<file path="config.mk">
export PLATFORM = sky130hd
export DESIGN_NAME = duv_div_cell
export DESIGN_NICKNAME = d
export VERILOG_FILES = /design/src/rtl/duv_pkg.sv /design/src/rtl/duv_div_cell.sv
export SDC_FILE = /design/constraint.sdc
export NUM_CORES = 1
export LEC_CHECK = 0
export BUFFER_PORTS_ARGS = -buffer_cell sky130_fd_sc_hd__clkbuf_2
export CORE_AREA = 5 5 178 180
export DETAILED_ROUTE_END_ITERATION = 6
export DIE_AREA = 0 0 183 185
export HOLD_SLACK_MARGIN = 0.05
export PLACE_DENSITY_LB_ADDON = 0.2
export RECOVER_POWER = 25
export SLEW_MARGIN = 20
export SYNTH_ARGS = -nofsm -noshare
export SYNTH_HDL_FRONTEND = slang
export SYNTH_SLANG_ARGS = --single-unit
</file>
<file path="constraint.sdc">
create_clock -name clk -period 1.4 [get_ports clk]
set_input_delay 0.28 -clock clk [delete_from_list [all_inputs] [get_ports clk]]
set_output_delay 0.28 -clock clk [all_outputs]
set_load 0.005 [all_outputs]
</file>
<file path="src/rtl/duv_pkg.sv">
`default_nettype none
// ----------------------------------------------------------------------------
// duv_pkg
// Shared widths and the bundles that travel down the pipeline of the
// displacement / unit vector block.
// ----------------------------------------------------------------------------
package duv_pkg;

    localparam int COORD_W = 31;              // Q15.16 coordinate
    localparam int DIFF_W  = 32;              // component difference / magnitude
    localparam int SUM_W   = 64;              // sum of squares
    localparam int ROOT_W  = SUM_W / 2;       // distance
    localparam int REM_W   = ROOT_W + 2;      // root remainder
    localparam int DREM_W  = DIFF_W + 1;      // division remainder
    localparam int OUT_W   = 32;              // Q2.30 component
    localparam int UNIT_FRAC_BITS_DEF = 30;

    // carried alongside the square root
    typedef struct packed {
        logic [2:0][DIFF_W-1:0] mag;
        logic [2:0]             neg;
        logic                   zero;
    } side_t;

    // carried alongside the divider
    typedef struct packed {
        logic [ROOT_W-1:0] root;
        logic [2:0]        neg;
        logic              zero;
    } tag_t;

endpackage
`default_nettype wire

</file>
<file path="src/rtl/duv_div_cell.sv">
`default_nettype none
// ----------------------------------------------------------------------------
// duv_div_cell
// One restoring division step for all three components against twice the
// shared distance.
// ----------------------------------------------------------------------------
module duv_div_cell #(
    parameter int QW = duv_pkg::UNIT_FRAC_BITS_DEF + 2
) (
    input  wire logic                                 clk,
    input  wire logic                                 rst_n,
    input  wire logic                                 en,
    input  wire logic                                 vld_in,
    input  wire duv_pkg::tag_t                        tag_in,
    input  wire logic [2:0][duv_pkg::DREM_W-1:0]      r_in,
    input  wire logic [2:0][QW-1:0]                   q_in,
    output logic                                      vld_out,
    output duv_pkg::tag_t                             tag_out,
    output logic [2:0][duv_pkg::DREM_W-1:0]           r_out,
    output logic [2:0][QW-1:0]                        q_out
);
    import duv_pkg::*;

    localparam int WIDE_W = DREM_W + 1;

    logic                       vld_reg;
    tag_t                       tag_reg;
    logic [2:0][DREM_W-1:0]     r_reg, r_next;
    logic [2:0][QW-1:0]         q_reg, q_next;
    logic [WIDE_W-1:0]          divisor;
    logic [WIDE_W-1:0]          r_wide [3];
    logic [WIDE_W-1:0]          diff [3];
    logic [2:0]                 ge;

    always_comb
    begin
        // magnitude never exceeds the distance, so the remainder stays below 2 * dist
        divisor = WIDE_W'({tag_in.root, 1'b0});
        for (int i = 0; i < 3; i++)
        begin
            r_wide[i] = {r_in[i], 1'b0};
            diff[i]   = r_wide[i] - divisor;
            ge[i]     = (r_wide[i] >= divisor);
            r_next[i] = ge[i] ? diff[i][DREM_W-1:0] : r_wide[i][DREM_W-1:0];
            q_next[i] = {q_in[i][QW-2:0], ge[i]};
        end
    end

    always_ff @(posedge clk or negedge rst_n)
    begin
        if (!rst_n)
        begin
            vld_reg <= 1'b0;
        end
        else if (en)
        begin
            vld_reg <= vld_in;
        end
    end

    always_ff @(posedge clk)
    begin
        if (en)
        begin
            tag_reg <= tag_in;
            r_reg   <= r_next;
            q_reg   <= q_next;
        end
    end

    assign vld_out = vld_reg;
    assign tag_out = tag_reg;
    assign r_out   = r_reg;
    assign q_out   = q_reg;

endmodule
`default_nettype wire

</file>
Word level (Yosys, flattened, before mapping). Index checks and enable logic that the tools add are counted.

Word-level logic and storage cells: 22. Bits in registers: 232. Input port bits: 235. Output and inout port bits: 232.

Mux-type cells: 3. $add $sub $neg: 3. Magnitude comparators: 3.

Operators with widths (number): 34-bit by 33-bit greater-or-equal comparator with 1-bit output (3); 33-bit two-way mux (3); 33-bit subtractor (3).

Longest topological paths before layout.
Depth after elaboration: 2. Mapped depth: 15.

Worst setup path after synthesis. Ideal clock, no wire load.

Path kind: input -> register. Start: input tag_in[5] (netlist name). End: register r_reg (netlist bit r_out[43]), data pin. Cell stages on the path: 14. Path slack: -1613 ps. Arrival time: 2752 ps. Library setup time: 260 ps. Path buffers: 2. Path through: inv_1 -> ha_1 -> nor2b_4 -> o21ai_2 -> a21boi_2 -> or3_4 -> a311oi_2 -> nor3_2 -> o2111ai_4 -> and2_4 -> buf_12 -> inv_8 -> buf_12 -> mux2_4.

RTL lines: start, declared (RTL line duv_div_cell.sv:14) `input wire duv_pkg::tag_t tag_in,`; end signal, assigned (RTL line duv_div_cell.sv:66) `r_reg <= r_next;`; end, declared (RTL line duv_div_cell.sv:28) `logic [2:0][DREM_W-1:0] r_reg, r_next;`.

==> results.py <==
metrics = {
    "logic_synthesis": {
        "synth_area_per_cell_um2": 11.33,
        "synth_cells": 1196,
        "synth.top_cell.area_share": 0.5052,
        "synth_commonest_cells": "228 x edfxtp_1, 96 x ha_1, 91 x nand2_1, 91 x o21ai_0, 81 x a21oi_1",
        "yosys_most_used_dff": "edfxtp_1",
        "synth.distinct_cells": 78,
        "yosysTopAreaCell": "edfxtp_1",
        "yosys_warnings": 0,
        "synth_edf_count": 228,
        "yosysMostFrequentCell": "edfxtp_1",
        "synth_area_leaders": "edfxtp_1 51%, ha_1 8.9%, o21ai_0 3.4%, xnor2_1 3.4%, a21o_1 3.1%",
        "syn_area_mm2": 0.01355,
        "ys_seq_elements": 229,
        "ys_seq_area_frac": 0.5071,
        "ys_async_sr_fraction": 0.004367,
    },
    "sta": {
        "worst_hold_slack_ns": 0.04895,
        "fmax_mhz": 384.6,
        "finalHoldViolCount": 0,
        "slew_violations": 0,
        "tightest_slew_ns": 0.7063,
        "tns_ns": -106.56,
        "grt_setup_unrepaired": "yes",
        "post-route-min-period_ns": 2.600,
        "finalCritPeriodShare": 1.857,
        "slew_headroom": 0.5292,
        "setup_viol": 107,
        "skew_ns": 0,
        "setup_slack_ns": -1.200,
    },
    "critical_path": {
        "cp_data_required_time_ns": 1.69,
        "crit_fanout": 6,
        "crit_path_end_kind": "flip-flop",
        "r2r_cells": 1,
        "path_class": "primary input to flip-flop",
        "startpoint_type": "primary input",
        "worst_ep_arrival_time_ns": 2.89,
    },
    "final_layout": {
        "fin_area_mm2": 0.02369,
        "seq_area_mm2": 0.006872,
        "final_nets": 2519,
        "area_delta_synth_final_pct": 74.80,
        "fin_cells": 2606,
        "multiInputGateArea_mm2": 0.007799,
        "fillCellCount": 1713,
        "final_layout_size_suffix_gt1_frac": 0.5465,
        "post-route-util": 0.7889,
    },
    "pwr": {
        "peakVddDrop_mv": 0.9028,
        "power_density_mw_per_mm2": 1017,
        "p_leak_nw": 10.74,
    },
    "placed_design": {
        "routabilityCongestion": 0.9820,
        "dp.cells": 2352,
        "portBuffers": 460,
        "placed_area_mm2": 0.01924,
        "hpwl_mm": 39.61,
    },
    "min_path": {
        "hold_path_depth": 3,
        "min_path_type": "primary input to flip-flop",
    },
    "global_route": {
        "grt_pass1_wl_mm": 80.00,
        "grt_overflow": 0,
        "antenna_found_initial": 5,
        "grt_pass1_vias": 14210,
        "grt_use_total": 0.3062,
        "grt_max_degree": 49,
    },
    "cts": {
        "cts_made_buffers": 26,
        "clk_pin_slew_worst_paths_ns": 0.06,
        "htreeDepth": 1,
        "clockRootBuffer": "clkbuf_16",
        "clock_latency_ns": 0.54,
        "cts_buffer_depth": 3,
        "clock_sinks": 229,
        "cts_tree": "built",
    },
    "job": {
        "drv_cap": 0,
    },
    "status": {
        "status": "complete, but fails checks",
        "violations": "setup timing",
    },
    "routing": {
        "post-route-drc-count": 0,
        "routed_wl_mm": 57.82,
        "ant_nets": 0,
        "wire_per_inst_um": 22.19,
        "drt_iter0_markers": 1264,
        "vias_per_cell": 5.497,
        "vias": 14320,
        "dr.pass1.iters": 5,
    },
    "floorplanning": {
        "die_h_um": 185,
        "initial_core_util": 0.4513,
        "row_count": 64,
        "design.die.area_mm2": 0.03386,
        "ios": 467,
        "core_mm2": 0.03003,
        "die_w_um": 183,
    },
}
-- through the flow --
step | setup slack [ns] | total power, mW
floorplan | -1.478 | 12.14
global placement | -1.926 | 15.35
detailed placement | -1.906 | 15.47
CTS | -1.217 | 23.12
global route | -1.245 | 25.04
finish | -1.200 | 24.10
-- layout by cell type, fill, tap and decap left out, types with 30 or more instances in the layout --
cell type	n
ha_1	50
nand2_1	61
o21ai_0	36
ha_4	42
buf_6	33
inv_1	39
o21ai_2	30
a21oi_1	62
buf_4	349
nor2_1	47
xnor2_1	50
clkbuf_2	446
clkbuf_16	30
dlygate4sd3_1	138
a21o_1	56
mux2_4	37
edfxtp_1	228
-- flip-flops by register name (all words and copies together), names as in the netlist --
register,cells
q_out,96
r_out,96
tag_out,36
vld_out,1
-- where the power goes --
part,switching (mW),internal (mW),total [mW]
Sequential,0.296,8.55,8.85
Combinational,4.08,4.49,8.58
Clock,2.95,3.72,6.67
Total,7.33,16.8,24.1
-- worst max-delay path, stage by stage --
cell,delay [ns]
buf_8,0.08
clkinvlp_4,0.15
buf_4,0.19
ha_4,0.23
a21oi_4,0.13
o21ai_1,0.10
a21oi_2,0.19
nand2b_4,0.07
a311oi_4,0.38
nor3_4,0.10
o2111ai_4,0.21
and2_4,0.29
buf_12,0.13
inv_8,0.05
mux2_4,0.30
-- what timing repair did --
item                                    in CTS  in global routing
hold endpoints to repair                   137                  1
endpoints found under the setup margin     105                115
gates cloned                                 7                  2
buffers inserted                            35                 37
gates resized for setup                    142                251
hold buffers                               137                  1
pin swaps                                   41                 76
-- path summary, 6_finish.rpt --
check,startpoint,to,slack (ns)
worst max-delay path,tag_in[20],r_out[43],-1.20
worst min-delay path,r_in[75],r_out[76],0.05
worst max register to register,vld_out,vld_out,0.66
worst min register to register,vld_out,vld_out,0.51
max in group asynchronous,rst_n,vld_out,0.71
min in group asynchronous,rst_n,vld_out,0.58
-- layer usage --
metal	GRT usage	share of wire
met1	0.3761	0.38
met2	0.5435	0.50
met3	0.04870	0.075
met4	0.1174	0.047
met5	0	0
-- area by class of cell --
cell class | count | share of cell area
multi-input cells | 850 | 0.3292
repair buffers | 1006 | 0.3081
flip-flops and latches | 229 | 0.2901
clock buffers | 31 | 0.02916
well taps | 396 | 0.02092
inverters | 70 | 0.01563
clock inverters | 15 | 0.005176
repair inverters | 2 | 0.0009507
diodes | 7 | 0.0007394
-- cells by family (layout without fill, tap and decap cells) --
group / Yosys count / in the layout / synth area share
AO/OA/AOI/OAI: 340 / 340 / 0.1629
AND/OR/NAND/NOR: 285 / 285 / 0.1048
flip-flops: 229 / 229 / 0.5071
buffers and inverters: 119 / 1124 / 0.03887
adder cells (fa/ha/maj): 99 / 99 / 0.09307
XOR/XNOR: 73 / 73 / 0.04718
multiplexers: 50 / 50 / 0.04589
other: 1 / 10 / 0.0002767
Note: power is estimated with default switching activity, not from simulation.
