### src/rtl/duv_pkg.sv
`default_nettype none
// ----------------------------------------------------------------------------
// duv_pkg
// Shared widths and the bundles that travel down the pipeline of the
// displacement / unit vector block.
// ----------------------------------------------------------------------------
package duv_pkg;

    localparam int COORD_W = 31;              // Q15.16 coordinate
    localparam int DIFF_W  = 32;              // component difference / magnitude
    localparam int SUM_W   = 64;              // sum of squares
    localparam int ROOT_W  = SUM_W / 2;       // distance
    localparam int REM_W   = ROOT_W + 2;      // root remainder
    localparam int DREM_W  = DIFF_W + 1;      // division remainder
    localparam int OUT_W   = 32;              // Q2.30 component
    localparam int UNIT_FRAC_BITS_DEF = 30;

    // carried alongside the square root
    typedef struct packed {
        logic [2:0][DIFF_W-1:0] mag;
        logic [2:0]             neg;
        logic                   zero;
    } side_t;

    // carried alongside the divider
    typedef struct packed {
        logic [ROOT_W-1:0] root;
        logic [2:0]        neg;
        logic              zero;
    } tag_t;

endpackage
`default_nettype wire

### src/rtl/duv_sqrt_cell.sv
`default_nettype none
// ----------------------------------------------------------------------------
// duv_sqrt_cell
// One digit of the integer square root: takes the next two radicand bits
// and settles one root bit.
// ----------------------------------------------------------------------------
module duv_sqrt_cell (
    input  wire logic                          clk,
    input  wire logic                          rst_n,
    input  wire logic                          en,
    input  wire logic                          vld_in,
    input  wire logic [duv_pkg::SUM_W-1:0]     rad_in,
    input  wire logic [duv_pkg::REM_W-1:0]     rem_in,
    input  wire logic [duv_pkg::ROOT_W-1:0]    root_in,
    input  wire duv_pkg::side_t                side_in,
    output logic                               vld_out,
    output logic [duv_pkg::SUM_W-1:0]          rad_out,
    output logic [duv_pkg::REM_W-1:0]          rem_out,
    output logic [duv_pkg::ROOT_W-1:0]         root_out,
    output duv_pkg::side_t                     side_out
);
    import duv_pkg::*;

    localparam int WIDE_W = REM_W + 2;

    logic                vld_reg;
    logic [SUM_W-1:0]    rad_reg, rad_next;
    logic [REM_W-1:0]    rem_reg, rem_next;
    logic [ROOT_W-1:0]   root_reg, root_next;
    side_t               side_reg;
    logic [WIDE_W-1:0]   rem_wide;
    logic [WIDE_W-1:0]   trial;
    logic [WIDE_W-1:0]   diff;
    logic                ge;

    always_comb
    begin
        rem_wide  = {rem_in, rad_in[SUM_W-1 -: 2]};
        trial     = WIDE_W'({root_in, 2'b01});
        diff      = rem_wide - trial;
        ge        = (rem_wide >= trial);
        rem_next  = ge ? diff[REM_W-1:0] : rem_wide[REM_W-1:0];
        root_next = {root_in[ROOT_W-2:0], ge};
        rad_next  = {rad_in[SUM_W-3:0], 2'b00};
    end

    always_ff @(posedge clk or negedge rst_n)
    begin
        if (!rst_n)
        begin
            vld_reg <= 1'b0;
        end
        else if (en)
        begin
            vld_reg <= vld_in;
        end
    end

    always_ff @(posedge clk)
    begin
        if (en)
        begin
            rad_reg  <= rad_next;
            rem_reg  <= rem_next;
            root_reg <= root_next;
            side_reg <= side_in;
        end
    end

    assign vld_out  = vld_reg;
    assign rad_out  = rad_reg;
    assign rem_out  = rem_reg;
    assign root_out = root_reg;
    assign side_out = side_reg;

endmodule
`default_nettype wire

### config.mk
export PLATFORM = sky130hd
export DESIGN_NAME = duv_sqrt_cell
export DESIGN_NICKNAME = d
export VERILOG_FILES = /design/src/rtl/duv_pkg.sv /design/src/rtl/duv_sqrt_cell.sv
export SDC_FILE = /design/constraint.sdc
export NUM_CORES = 1
export LEC_CHECK = 0
export BUFFER_PORTS_ARGS = -buffer_cell sky130_fd_sc_hd__buf_2
export CAP_MARGIN = 20
export CORE_ASPECT_RATIO = 0.6
export CORE_UTILIZATION = 35
export CTS_CLUSTER_DIAMETER = 60
export DETAILED_ROUTE_END_ITERATION = 16
export GPL_TIMING_DRIVEN = 0
export PLACE_DENSITY = 0.66
export SLEW_MARGIN = 40
export SYNTH_ARGS = -nofsm -noshare
export SYNTH_HDL_FRONTEND = slang
export SYNTH_SLANG_ARGS = --single-unit
### constraint.sdc
create_clock -name clk -period 1.24 [get_ports clk]
set_clock_uncertainty 0.2 [all_clocks]
set_input_delay 0.186 -clock clk [delete_from_list [all_inputs] [get_ports clk]]
set_output_delay 0.186 -clock clk [all_outputs]
set_load 0.005 [all_outputs]
== Yosys cells after proc, flatten, opt, wreduce, memory -nomap -nowiden ==
Index checks and enable logic that the tools add are counted.
Word-level totals
  output and inout bits: 231
  bits in registers: 229
  input port bits: 234
  word-level logic and storage cells: 12
Cells by class
  order comparisons: 1
  $add $sub $neg: 1
  multiplexer cells: 1
Operator list (count)
  36-bit by 34-bit >= comparator with 1-bit output: 1
  34-bit 2-to-1 mux: 1
  34-bit subtractor: 1

== Logic depth before layout (Yosys ltp) ==
  depth in word-level cells: 2
  gate-level depth with buffers: 13
  depth with buffers taken out: 10

== Worst setup path after synthesis ==
OpenSTA, ideal clock, no wires.
  kind: input to register
  start: input port root_in[9] (netlist bit)
  end: register rem_reg[27] (netlist: rem_out[27]), data pin
  setup time: 0.260 ns
  stages: 10
  arrival time: 2.168 ns
  path slack: -1.389 ns
  data required time: 0.780 ns
  path buffers: 0
  path through: inv_1 ha_1 a21o_1 a31o_1 a211oi_4 o211ai_2 a21bo_2 mux2i_1 o221ai_1 mux2_4
Between the ends
  cells in the longest elaborated chain, start to end: 2
  elaborated cells on any way between the ends: 3
  classes of those cells: add/sub (1); order compare (1); mux (1)
RTL lines
  start, declared: RTL line duv_sqrt_cell.sv:14  | input wire logic [duv_pkg::ROOT_W-1:0] root_in,
  34-bit subtractor / 36-bit by 34-bit >= comparator with 1-bit output (equally long branches): RTL line duv_sqrt_cell.sv:40, duv_sqrt_cell.sv:41
  34-bit 2-to-1 mux (*): RTL line duv_sqrt_cell.sv:42  | rem_next = ge ? diff[REM_W-1:0] : rem_wide[REM_W-1:0];
  net rem_next[27]: RTL line duv_sqrt_cell.sv:28  | logic [REM_W-1:0] rem_reg, rem_next;
  end signal, assigned: RTL line duv_sqrt_cell.sv:64  | rem_reg <= rem_next;
  end, declared: RTL line duv_sqrt_cell.sv:28
The timed path passes the listed nets; every way through them passes the cells marked *.
A chain may end at the register's enable or synchronous reset.

== Worst setup path after layout ==
  start: input port root_in[18] (netlist bit)
  end: register rem_reg[33] (netlist: rem_out[33]), data pin
Same word-level chain as after synthesis.

==> metrics.cfg <==
[floorplan]
placementRows = 45
start_util_pct = 36.4
ios = 465
core_area_sq_mm = 0.0257
die_area_sq_mm = 0.0274
floorplan.die.height_microns = 129
die_width_microns = 213

[global_route]
antenna_found_initial = 5
largest_net_degree_at_the_start_of_global_routing = 80
grt_pass1_vias = 8352
grt_overflow = 0
grt_util_all_layers_pct = 23.8
grt_pass1_wl_mm = 48.8

[run]
maxCapViolCount = 0

[power_and_ir_drop]
worst_ir_drop_vdd_uv = 966
power.share.combinational_pct = 22.0
swShare_pct = 25.6
power.density_cell_area_mw_per_mm2 = 1220
leakage_power_total_uw = 0.00729
power.share.clock_pct = 32.1
power_uw = 20800
p_int_uw = 15500
power.switching_uw = 5320
pwr-share-seq_pct = 45.9

[timing]
rsz_0062_raised_after_global_routing = true
drv_slew = 0
headroom_to_the_max_slew_limit_pct = 65.6
report.final.setup_viol = 264
final.period_utilization_pct = 184
maxClockFrequency_ghz = 0.438
setup_ws_ns = -1.04
final_hold_viol_count = 20
final.hold.worst_slack_ns = -0.203
clock_period_minus_worst_slack_ns = 2.28
worst_slew_pin_slew_ns = 0.514

[drt]
drcViolationCount = 0
viasPerCell = 4.72
iteration_count_of_the_initial_detailed_routing_pass = 4
drt_iter0_drc = 564
drt.antenna.violating_nets = 0
detail_route.wl_per_cell_microns = 19.3
route.vias.total = 8330
detail_route.wirelength_mm = 34.1

[setup_path]
setup.worst_path.start_class = input pin
crit-reg2reg-launch = vld_out$_DFFE_PN0P_
critical_path.endpoint_type = flip-flop
crit_type = input pin to flip-flop
regToRegEndpoint = vld_out$_DFFE_PN0P_
worst-endpoint-arrival_ns = 2.35
worst-path-max-fanout = 6
critPathRequiredTime_ns = 1.31
setup.reg_to_reg.worst_slack_ns = 0.03
r2r_cells = 3

[synthesis]
synth_area_sq_mm = 0.00935
ys.warnings.count = 0
post_synth_edffs = 228
syn_inst = 609
synth-seq-area-share_pct = 73.5
dominantRegCellSynth = sky130_fd_sc_hd__edfxtp_1
postSynth.asyncResetShare_pct = 0.437
syn_area_per_cell_sq_um = 15.4
synthDistinctLibCells = 64
synth-seq-cells = 229

[status]
violations_in_the_final_reports = negative hold slack, negative setup slack
run_status = complete, but fails checks

[worst_hold_path]
source_of_the_worst_hold_timing_path = en
min_path_type = input pin to flip-flop
hold-path-endpoint = root_out[3]$_DFFE_PP_
worstHoldPathCells = 1

[clock_network]
ctsRootBufferMaster = sky130_fd_sc_hd__clkbuf_16
tritoncts.num_buffers = 23
number_of_buffers_inserted_for_hold_repair_after_clock_tree_synthesis = 231
clock-sinks = 229
cts-root-to-sink-buffers = 3
cts_tree = yes
cts-htree-levels = 1
worstSkewPairLatency_ns = 0.52
clk_transition_reported_paths_ns = 0.06

[place]
routabilityCongestion = 0.857
placed_instance_count = 1427
postPlaceCellArea_sq_mm = 0.0126
dpl.hpwl_mm = 21.4
io_buffer_count = 462

[cells_and_area]
fin_nets = 1662
post_route_cells_drive_above_1_share_pct = 51.5
fin_cells = 1765
fillers = 1867
flow.area_growth_from_synthesis_pct = 81.4
fin_area_sq_mm = 0.0170

-- placed cells by master (no fill, tap or decap), drive strengths merged, types with 2 or more instances in the layout --
| master | instances |
|---|---|
| a211oi | 2 |
| a21o | 20 |
| o221ai | 2 |
| a31oi | 5 |
| xnor2 | 14 |
| and2 | 5 |
| mux2i | 4 |
| nand2 | 58 |
| a21boi | 2 |
| o21ai | 46 |
| nand2b | 5 |
| inv | 44 |
| mux2 | 2 |
| nand3 | 6 |
| a31o | 2 |
| ha | 34 |
| diode | 4 |
| and3 | 5 |
| o21a | 3 |
| edfxtp | 228 |
| a21oi | 28 |
| o31ai | 5 |
| clkinv | 10 |
| dlygate4sd3 | 231 |
| xor2 | 13 |
| nor3 | 10 |
| o41ai | 3 |
| o211ai | 3 |
| buf | 539 |
| conb | 2 |
| nor2 | 18 |
| clkbuf | 31 |
| nand4 | 7 |
| o31a | 2 |
-- per-stage QoR --
step	TNS (ns)	util (%)	hold slack [ns]	setup WS, ns
final	-73.69	66.0	-0.203	-1.04
after CTS	-79.93	64.7	-0.223	-1.05
after detailed placement	-101.56	48.9	-0.219	-1.81
after global routing	-86.94	65.9	-0.212	-1.13
after floorplan	-38.19	-	-0.310	-1.25
after global placement	-822.47	48.5	-0.219	-3.54
-- Yosys cell counts, drive strengths merged, types with 2 or more instances --
library cell	instances	area [sq um]
edfxtp	228	6850
nand2	58	218
o21ai	46	234
inv	42	158
ha	34	425
a21oi	28	140
a21o	20	151
nor2	18	67.6
xnor2	14	123
xor2	13	114
nor3	10	50.1
buf	9	56.3
clkbuf	7	38.8
nand4	7	50.1
nand3	6	30.0
a31oi	5	46.3
and2	5	33.8
and3	5	35.0
nand2b	5	31.3
o31ai	5	42.5
mux2i	4	40.0
o211ai	3	27.5
o21a	3	22.5
o41ai	3	48.8
a211oi	2	27.5
a21boi	2	15.0
a31o	2	17.5
mux2	2	26.3
o221ai	2	17.5
o31a	2	17.5
-- worst max-delay path, cell delays in order --
cell                       delay (ns)
sky130_fd_sc_hd__buf_2           0.13
sky130_fd_sc_hd__inv_1           0.06
sky130_fd_sc_hd__ha_2            0.38
sky130_fd_sc_hd__and3_4          0.24
sky130_fd_sc_hd__nand3_4         0.12
sky130_fd_sc_hd__o311ai_2        0.34
sky130_fd_sc_hd__a211oi_2        0.06
sky130_fd_sc_hd__o21a_1          0.23
sky130_fd_sc_hd__buf_6           0.16
sky130_fd_sc_hd__buf_12          0.14
sky130_fd_sc_hd__buf_12          0.14
sky130_fd_sc_hd__nand2_1         0.09
sky130_fd_sc_hd__o41ai_2         0.07
-- kinds of logic (layout without fill, tap and decap cells) --
| logic type | count (synthesis) | count (layout) | share of synthesized area (%) |
|---|---|---|---|
| DFF | 229 | 229 | 73.5 |
| AOI/OAI and AO/OA | 133 | 133 | 9.97 |
| and+or+nand+nor | 120 | 120 | 5.99 |
| buffers and inverters | 59 | 858 | 2.76 |
| adders and majority gates | 34 | 34 | 4.55 |
| xor gates and xnor gates | 27 | 27 | 2.53 |
| muxes | 6 | 6 | 0.709 |
| other | 1 | 6 | 0.0401 |
-- state kept, by name (all words and copies together), names as in the netlist --
register and count:
rem_out 34, vld_out 1, root_out 32, side_out 100
rad_out 62
-- power groups by stage --
| stage | logic (uW) | registers, uW | clock network (uW) |
|---|---|---|---|
| floorplan | 1280 | 9800 | 0 |
| finish | 4570 | 9530 | 6670 |
| CTS | 4280 | 9520 | 6780 |
| detailed placement | 3100 | 9670 | 0 |
| global placement | 3030 | 9700 | 0 |
| global route | 4880 | 9590 | 7090 |
-- area by class of cell --
class	count	area (sq um)	share of cell area [%]
antenna	4	10.0	0.0590
buffer	11	149	0.877
clock buffer	27	591	3.48
clock inverter	13	110	0.649
inverter	43	216	1.28
multi-input combinational	322	3040	17.9
sequential	229	6870	40.5
tap	352	440	2.60
timing repair buffer	764	5550	32.7
-- worst max path at each step --
stage | from | to | slack, ns
finish | root_in[18] | rem_out[33]$_DFFE_PP_ | -1.04
global route | root_in[9] | rem_out[33]$_DFFE_PP_ | -1.13
CTS | rem_in[13] | rem_out[33]$_DFFE_PP_ | -1.05
detailed placement | root_in[7] | rem_out[27]$_DFFE_PP_ | -1.81
global placement | en | vld_out$_DFFE_PN0P_ | -3.54
floorplan | root_in[9] | rem_out[27]$_DFFE_PP_ | -1.25
-- layer usage --
| layer | vias to the layer above | track usage (%) | part of all wire [%] |
|---|---|---|---|
| li1 | 3880 | - | - |
| met1 | 4084 | 29.7 | 40 |
| met5 | - | 0 | 0.047 |
| met2 | 315 | 40.6 | 50 |
| met3 | 49 | 6.76 | 8.1 |
| met4 | 2 | 6.05 | 2.2 |
-- what timing repair did --
item / CTS / global route
gates resized for setup: 121 / 77
hold endpoints to repair: 249 / 20
pin swaps: 63 / 51
gates cloned: 8 / 0
setup buffers: 48 / 20
setup endpoints to repair: 265 / 264
Power figures use the tool's default switching activity.
